## src/rtl/msort_pkg.sv

```systemverilog
// shared types and constants for the merge sort engine
package msort_pkg;

    localparam int DATA_W = 32;

    // commands from the controller to the datapath
    typedef struct packed {
        logic load;        // input request taken, store or drop it
        logic start;       // set up the first merge pass
        logic prep;        // prime the read registers for a new pass
        logic merge;       // one merge step, one element written
        logic drain_rd;    // fetch the next sorted element
        logic drain_next;  // result request taken
    } t_cmd;

    // status from the datapath to the controller
    typedef struct packed {
        logic single;      // set holds one element
        logic pass_last;   // this merge step writes the last element of a pass
        logic sort_done;   // the pass in flight is the final one
        logic drain_last;  // element on the output is the final one
    } t_stat;

    typedef enum logic [5:0] {
        S_LOAD  = 6'b000001,
        S_START = 6'b000010,
        S_PREP  = 6'b000100,
        S_MERGE = 6'b001000,
        S_DRD   = 6'b010000,
        S_DOUT  = 6'b100000
    } t_state;

endpackage

```

## src/rtl/msort_ctrl.sv

```systemverilog
// sequencing state machine: load, merge passes, drain
module msort_ctrl import msort_pkg::*; (
    input  logic  i_clk,
    input  logic  i_rst_n,
    input  logic  i_s_tvalid,
    input  logic  i_s_tlast,
    input  logic  i_m_tready,
    input  t_stat i_stat,
    output logic  o_s_tready,
    output logic  o_m_tvalid,
    output t_cmd  o_cmd
);

    t_state r_state;
    t_state n_state;

    always_ff @(posedge i_clk) begin
        if (!i_rst_n) begin
            r_state <= S_LOAD;
        end else begin
            r_state <= n_state;
        end
    end

    always_comb begin
        n_state    = r_state;
        o_cmd      = '0;
        o_s_tready = 1'b0;
        o_m_tvalid = 1'b0;
        unique case (r_state)
            S_LOAD: begin
                o_s_tready = 1'b1;
                o_cmd.load = i_s_tvalid;
                if (i_s_tvalid && i_s_tlast) begin
                    n_state = S_START;
                end
            end
            S_START: begin
                o_cmd.start = 1'b1;
                n_state     = i_stat.single ? S_DRD : S_PREP;
            end
            S_PREP: begin
                o_cmd.prep = 1'b1;
                n_state    = S_MERGE;
            end
            S_MERGE: begin
                o_cmd.merge = 1'b1;
                if (i_stat.pass_last) begin
                    n_state = i_stat.sort_done ? S_DRD : S_PREP;
                end
            end
            S_DRD: begin
                o_cmd.drain_rd = 1'b1;
                n_state        = S_DOUT;
            end
            S_DOUT: begin
                o_m_tvalid       = 1'b1;
                o_cmd.drain_next = i_m_tready;
                if (i_m_tready) begin
                    n_state = i_stat.drain_last ? S_LOAD : S_DRD;
                end
            end
            default: begin
                n_state = S_LOAD;
            end
        endcase
    end

endmodule

```

## config.mk

```make
export PLATFORM = sky130hd
export DESIGN_NAME = msort_ctrl
export DESIGN_NICKNAME = d
export VERILOG_FILES = /design/src/rtl/msort_pkg.sv /design/src/rtl/msort_ctrl.sv
export SDC_FILE = /design/constraint.sdc
export NUM_CORES = 1
export LEC_CHECK = 0
export BUFFER_PORTS_ARGS = -buffer_cell sky130_fd_sc_hd__clkbuf_2
export CORE_MARGIN = 4
export CORE_UTILIZATION = 30
export CTS_CLUSTER_SIZE = 28
export DETAILED_ROUTE_END_ITERATION = 7
export PLACE_DENSITY = 0.53
export SYNTH_ARGS = -nofsm -noshare
export SYNTH_HDL_FRONTEND = slang
export SYNTH_SLANG_ARGS = --single-unit
```

## constraint.sdc

```tcl
create_clock -name i_clk -period 2.5 [get_ports i_clk]
set_clock_uncertainty 0.1 [all_clocks]
set_input_delay 0.125 -clock i_clk [delete_from_list [all_inputs] [get_ports i_clk]]
set_output_delay 0.125 -clock i_clk [all_outputs]
set_load 0.01 [all_outputs]
```

; After elaboration in Yosys (flattened, before gate mapping)
; Cells that the tools add are included.
[totals]
inputBits = 9
register_bits = 6
output_inout_bits = 8
[classes]
n_eq_ne = 9
n_mux = 15
n_reduce_logical = 2
[ops]
columns = operator, count
row1 = $pmux 6 s6, 1
row2 = $mux 6, 3
row3 = $mux 5, 3
row4 = $mux 1, 8
row5 = $eq 6x1->1 const B, 1
row6 = $eq 6x2->1 const B, 1
row7 = $eq 6x3->1 const B, 1
row8 = $eq 6x4->1 const B, 1
row9 = $eq 6x5->1 const B, 1
row10 = $eq 6x6->1 const B, 1
row11 = $ne 2x2->1 const B, 3
row12 = $reduce_and 3->1, 1
row13 = $logic_and 1x1->1, 1

; Depth between registers and ports, before layout
; Gate-level depths: netlist of the first run.
[depth]
depth_word = 3
ltp_mapped = 5

; Least setup slack after synthesis of the first run
; OpenSTA, ideal clock, no wires.
[synth_timing]
path_type = register -> register
from = reg r_state[4]
to = reg r_state[5]
t_arrival_ns = 1.698
t_required_ns = 2.297
path_stages_with_launch = 6
setup_slack_ns = 0.599
path_buffers = 1
path_cell_list = dfxtp_1 > or4_1 > buf_2 > nor4b_4 > nor3_2 > a2111oi_2
[synth_between]
elab_chain_cells = 3
elab_cells_between_ends = 11
classes_between = eq/ne (9) / mux (1) / reduce/logical (1)
[synth_rtl]
columns = element, line_no
row1 = "start, declared", msort_ctrl.sv:14  ; t_state r_state;
row2 = "start signal, assigned", msort_ctrl.sv:21  ; r_state <= n_state;
row3 = "$eq 6x1->1, or another cell as far along", msort_ctrl.sv:30  ; unique case (r_state)
row4 = $ne 2x2->1 (no line), -
row5 = $reduce_and 3->1 (no line), -
; Several ways; a longest one is shown, not always the timed one.
; A chain may end at the register's enable or synchronous reset.

; Worst setup path after layout of the first run
[layout_timing]
from = reg r_state[0]
to = reg r_state[5]
; The elaborated chain is that of the path after synthesis.

==> results of run 1 <==
==> cell usage in the layout (no fill, tap or decap) <==
master | synthesis | routed
clkbuf_2 | 0 | 16
dfxtp_1 | 6 | 6
nor2_1 | 5 | 5
inv_1 | 5 | 5
nor4b_1 | 4 | 4
and3_1 | 3 | 3
clkbuf_4 | 0 | 3
nand2_1 | 2 | 2
and4b_1 | 2 | 2
and2_1 | 2 | 2
nor3_1 | 2 | 2
buf_4 | 0 | 2
or4_1 | 1 | 1
nand2b_1 | 1 | 1
nor3b_2 | 1 | 1
xor2_1 | 1 | 1
a211o_1 | 1 | 1
a211oi_1 | 1 | 1
a22oi_1 | 1 | 1
nor4b_4 | 1 | 1
nor3_2 | 1 | 1
o31ai_1 | 1 | 1
or4_2 | 1 | 1
o32a_1 | 1 | 1
a221oi_1 | 1 | 1
a2111oi_2 | 1 | 1
==> cells by family after synthesis <==
kind of cell,synth area share
buffers and inverters,0.0581
and+or+nand+nor,0.468
DFF,0.294
AOI/OAI and AO/OA,0.159
xor gates and xnor gates,0.0214
==> metrics by stage <==
stage / utilization / instances
after floorplan: - / 46
after global placement: 0.403 / 78
after detailed placement: 0.403 / 78
after CTS: 0.421 / 81
after global routing: 0.421 / 81
final: 0.421 / 81
==> worst max-delay path, stage by stage (launching register included) <==
cell       delay (ns)
dfxtp_1          0.33
or4_1            0.67
nor4b_4          0.38
nor3_2           0.13
a2111oi_2        0.35
==> power breakdown <==
group	leakage, nW	internal (mW)	switching [mW]
clock	0.0138	0.0540	0.0307
combinational	0.188	0.121	0.129
sequential	0.0490	0.116	0.0260
total	0.251	0.291	0.186
==> routing by layer <==
layer	vias up	wire (µm)	track usage
met5	-	0	0
met4	0	38	0.105
met3	4	111	0.0279
met2	20	425	0.181
met1	196	462	0.135
li1	220	-	-
==> worst max path at each step <==
stage / slack, ns / cells after the start / to
4_1_cts: 0.42 / 4 / r_state[5]
3_3_place_gp: 0.43 / 4 / r_state[5]
6_report: 0.44 / 4 / r_state[5]
3_5_place_dp: 0.43 / 4 / r_state[5]
2_1_floorplan: 0.60 / 5 / r_state[5]
5_1_grt: 0.34 / 4 / r_state[5]
==> final cells by class <==
| class | instances | area [µm²] | area share |
|---|---|---|---|
| well taps | 15 | 18.8 | 0.0347 |
| multi-input cells | 34 | 265 | 0.491 |
| inverters | 5 | 18.8 | 0.0347 |
| flip-flops and latches | 6 | 120 | 0.222 |
| repair buffers | 18 | 95.1 | 0.176 |
| clock buffers | 3 | 22.5 | 0.0417 |
==> metrics, run 1 <==
GRT Resource Usage Total=0.118; clk_lat worst skew=approximately 0.24 ns; Post-synth ARST share=0; status=completed; Reg clk slew, reported paths=about 0.040 ns; count of nets after finishing=77; unrepaired setup endpoints after global routing=false; pwr dens=about 880 nW/µm²; grt ovf=0; Buffers on Ports=16; share of cells above drive strength 1=0.394; Top reg by flops=r_state; Max IR drop VDD=0.351 mV; Post-Synthesis Cells=46; total power=0.477 mW; register area share after synthesis=0.294; Max Cap Viol=0; TNS Setup=0 ns; DP HPWL=between 800 and 900 µm; Final Setup Violations=0; first-pass GRT wire length=1660 µm; PnR worst setup slack=0.436 ns; type of the worst setup path=flip-flop to flip-flop; Synth top cells by count=6 x dfxtp_1, 5 x inv_1, 5 x nor2_1, 4 x nor4b_1, 3 x and3_1; top-area cell type share of the netlist area=0.294; CTS max path bufs=2; Reg-to-Reg Start=r_state[0]; row count=13; reg2reg end=r_state[5]; # resized after CTS=0; Hold WC Path Type=input pin to flip-flop; initial antenna violation count=0; Final Hold Fails=0; Final GP Congestion=0.833; Avg Inst Size Synth=8.89 µm²; dpl cell area=518 µm²; Netlist Area Pre-Place=409 µm²; Slew Viols, Final=0; CORE AREA=1280 µm²; # IOs=17; syn nets=55; CTS Buf Count=3; pin count of the biggest net entering global routing=7; slew at the pin closest to its max-slew limit=~0.45 ns; Seq cells post-synth=6; most frequent cell after synthesis=dfxtp_1; hold path cells=2; Vias=440; CP Capture Type=flip-flop; DRC=0; CTS root buf=clkbuf_4; ranking of synthesized cells by area=dfxtp_1 29%, nor4b_1 8.6%, nor4b_4 5.8%; Netlist cell types=24; crit path from=r_state[0]; max reg flops=6; Syn. warnings=0; WHS Endpoint=r_state[1]; Worst EP required=2.54 ns; critical path fanouts, max=6; setup repair bufs after CTS=0; reg-to-reg slack, setup=approximately 0.44 ns; number of inserted diodes=0; routed len/inst=12.8 µm; Rel. slew slack=0.698; vias in the first global route=380; DRT Wirelength=between 1000 and 1500 µm; CTS sink count=6; Final Instance Area=541 µm²; hold-fix buffers at CTS=0; fin crit period=2.06 ns; Post-synth EDFFs=0; DR vias/cell=5.43; DRT antenna net count=0; area leader, netlist=dfxtp_1; FF-to-FF path depth=4; Max Freq=between 400 and 500 MHz; WP data arrival=2.10 ns; CP startpoint kind=flip-flop; Pleak=approximately 0.25 nW; worst hold slack=~0.063 ns; Tcrit/Tclk final=0.825; die width=between 40 and 50 µm; drt first pass iters=4; die height=44.9 µm; dpl ws=0.435 ns; Synth-to-Final Area Change=32.1%; TritonCTS clock tree=yes; Regs by FF count=r_state x6; Worst Hold Launch=i_rst_n; die area=between 2000 and 2500 µm²; Filler Cell Count=145; drt initial violations=6; main flop type after synthesis=dfxtp_1; initial core utilization=0.318; # H-tree levels=1
(Power assumes the default switching activity.)
==> run 2: changes to the inputs <==
- ABC_AREA: unset -> 1
- PLACE_DENSITY: 0.53 -> 0.54
- clock period: 2.5 -> 1.7 ns (I/O delays scaled with it)
==> run 2 against run 1 <==
- sequential power up 16%
- die area grew 8.0%
- critical endpoint is now o_cmd[0]
- largest power group is now registers
- largest cell class unchanged
- sequential cell count did not move
==> metrics, run 2 <==
status=completed; Regs by FF count=r_state x6; CP cell instances=nor2_1, nand2_1, inv_2, nand2_4, nor2_1, clkbuf_2; Netlist Area Pre-Place=449 µm² (+9.8%); critical path fanouts, max=4 (-2); Max Cap Viol=0 (unchanged); CTS Buf Count=3 (unchanged); count of nets after finishing=104 (+35%); CP Capture Type=primary output; Hold WC Path Type=input pin to flip-flop; register area share after synthesis=0.267 (-0.0262); PnR worst setup slack=0.273 ns (-0.163 ns); CP max stage delay=0.33 ns (-0.34 ns); DR vias/cell=4.40 (-19%); type of the worst setup path=flip-flop to primary output; die area=2180 µm² (+8.0%); drt first pass iters=4 (unchanged); Non-Filler Instances=108 (+33%); Final Hold Fails=0 (unchanged); Reg clk slew, reported paths=0.05 ns (about the same); total power=0.456 mW (-4.5%); Post-synth EDFFs=0 (unchanged); die height=46.7 µm (+3.9%); max reg flops=6 (unchanged); worst hold slack=0.0252 ns (-0.0377 ns); Top reg by flops=r_state; most frequent cells in the layout=16 x nand2_1, 16 x clkbuf_2, 14 x inv_1; clk_lat worst skew=0.25 ns (about the same); Vias=475 (+8.0%); CORE AREA=1350 µm² (+5.1%); DRT Wirelength=1030 µm (-0.96%); area leader, netlist=dfxtp_1; drt initial violations=10 (+4); Final Setup Violations=0 (unchanged); # H-tree levels=1 (unchanged); dpl ws=0.434 ns (-0.000223 ns); Rel. slew slack=0.851 (+0.152); main flop type after synthesis=dfxtp_1; CTS max path bufs=2 (unchanged); Post-synth ARST share=0 (unchanged); Buffers on Ports=16 (unchanged); routed len/inst=9.51 µm (-26%); DRT antenna net count=0 (unchanged); slew at the pin closest to its max-slew limit=0.223 ns (-0.223 ns); share of cells above drive strength 1=0.366 (-0.0283); most frequent cell after synthesis=nand2_1; first-pass GRT wire length=1700 µm (+2.9%); pwr dens=785 nW/µm² (-11%); GRT Resource Usage Total=0.114 (-0.00382); vias in the first global route=427 (+12%); ranking of synthesized cells by area=dfxtp_1 27%, nand2_1 13%, inv_1 12%; Final Instance Area=581 µm² (+7.4%); row count=13 (unchanged); pin count of the biggest net entering global routing=6 (-1); WP data arrival=1.24 ns (-0.86 ns); dpl cell area=548 µm² (+5.8%); TNS Setup=0 ns (unchanged); syn nets=82 (+49%); unrepaired setup endpoints after global routing=false; Syn. warnings=0 (unchanged); TritonCTS clock tree=yes; CTS sink count=6 (unchanged); fin util=0.430 (+0.00939); grt ovf=0 (unchanged); CP startpoint kind=flip-flop; Avg Inst Size Synth=6.15 µm² (-31%); placed cells=104 (+33%); fin crit period=1.43 ns; Final GP Congestion=0.783 (-6.0%); die width=46.7 µm (+3.9%); Netlist cell types=15 (-38%); Pleak=0.337 nW (+34%); # IOs=17 (unchanged); Worst EP required=1.51 ns (-1.03 ns); DRC=0 (unchanged); Tcrit/Tclk final=0.839; initial core utilization=0.333 (+0.0143); Slew Viols, Final=0 (unchanged); Max IR drop VDD=0.345 mV (-1.5%); Max Freq=701 MHz; DP HPWL=901 µm (+0.96%); Post-Synthesis Cells=73 (+59%); slowest CP cell=dfxtp_1; initial antenna violation count=0 (unchanged); cell with the most instances on the worst path=nor2_1; Synth-to-Final Area Change=29.2%; number of inserted diodes=0 (unchanged); top-area cell type share of the netlist area=0.267 (-0.0262); CTS root buf=clkbuf_4; Seq cells post-synth=6 (unchanged); Synth top cells by count=16 x nand2_1, 14 x inv_1, 13 x nor2_1, 6 x dfxtp_1, 4 x nor2_2
run 2: cell types whose count changed after synthesis, sizes merged, moves of 3 or more:
cell,delta
nand2,+19
nor3,-3
and3,-3
inv,+11
nor2,+15
o21ai,+3
nand3,+3
nor4b,-5
run 2: final cells by class:
| type | instances | area [µm²] |
|---|---|---|
| Inverter | 16 | 60.1 |
| Clock buffer | 3 | 22.5 |
| Tap cell | 15 | 18.8 |
| Timing Repair Buffer | 17 | 90.1 |
| Fill cell | 138 | 769 |
| Multi-Input combinational cell | 51 | 269 |
| Sequential cell | 6 | 120 |
run 2: critical path, delay by kind of cell (launching register included):
family	cells	cell delay (ns)
buffers and inverters	2	0.22
and+or+nand+nor	4	0.44
DFF	1	0.33
run 2: cells by family (layout without fill, tap and decap cells):
family / Yosys count / count (layout) / synth area share
AND/OR/NAND/NOR: 45 / 45 / 0.513
flip-flops: 6 / 6 / 0.267
buffers and inverters: 16 / 36 / 0.134
AO/OA/AOI/OAI: 6 / 6 / 0.0863
run 2: repair_timing:
action / in CTS / in global routing
buffers inserted: 0 / 0
gates resized for setup: 0 / 0
hold endpoints to repair: 1 / 0
hold buffers: 1 / 0
run 2: path summary, 6_finish.rpt:
path                            slack, ns    endpoint  startpoint  depth (start not counted)
worst max register to register       0.44  r_state[0]  r_state[0]                          8
worst min register to register       0.50  r_state[3]  r_state[3]                          3
worst max-delay path                 0.27    o_cmd[0]  r_state[0]                          6
worst min-delay path                 0.03  r_state[3]   i_stat[2]                          4
run 2: routing by layer:
metal  global-route usage  wire length, µm
met3               0.0234               59
met2                0.165              480
met4               0.0829               23
met1                0.148              462
met5                    0                0
run 2: power breakdown:
group / total [mW] / switching [mW] / internal [mW] / leakage, nW
logic: 0.158 / 0.0986 / 0.0594 / 0.274
clock network: 0.133 / 0.0526 / 0.0799 / 0.0138
registers: 0.165 / 0.0120 / 0.153 / 0.0488
total: 0.456 / 0.163 / 0.293 / 0.337
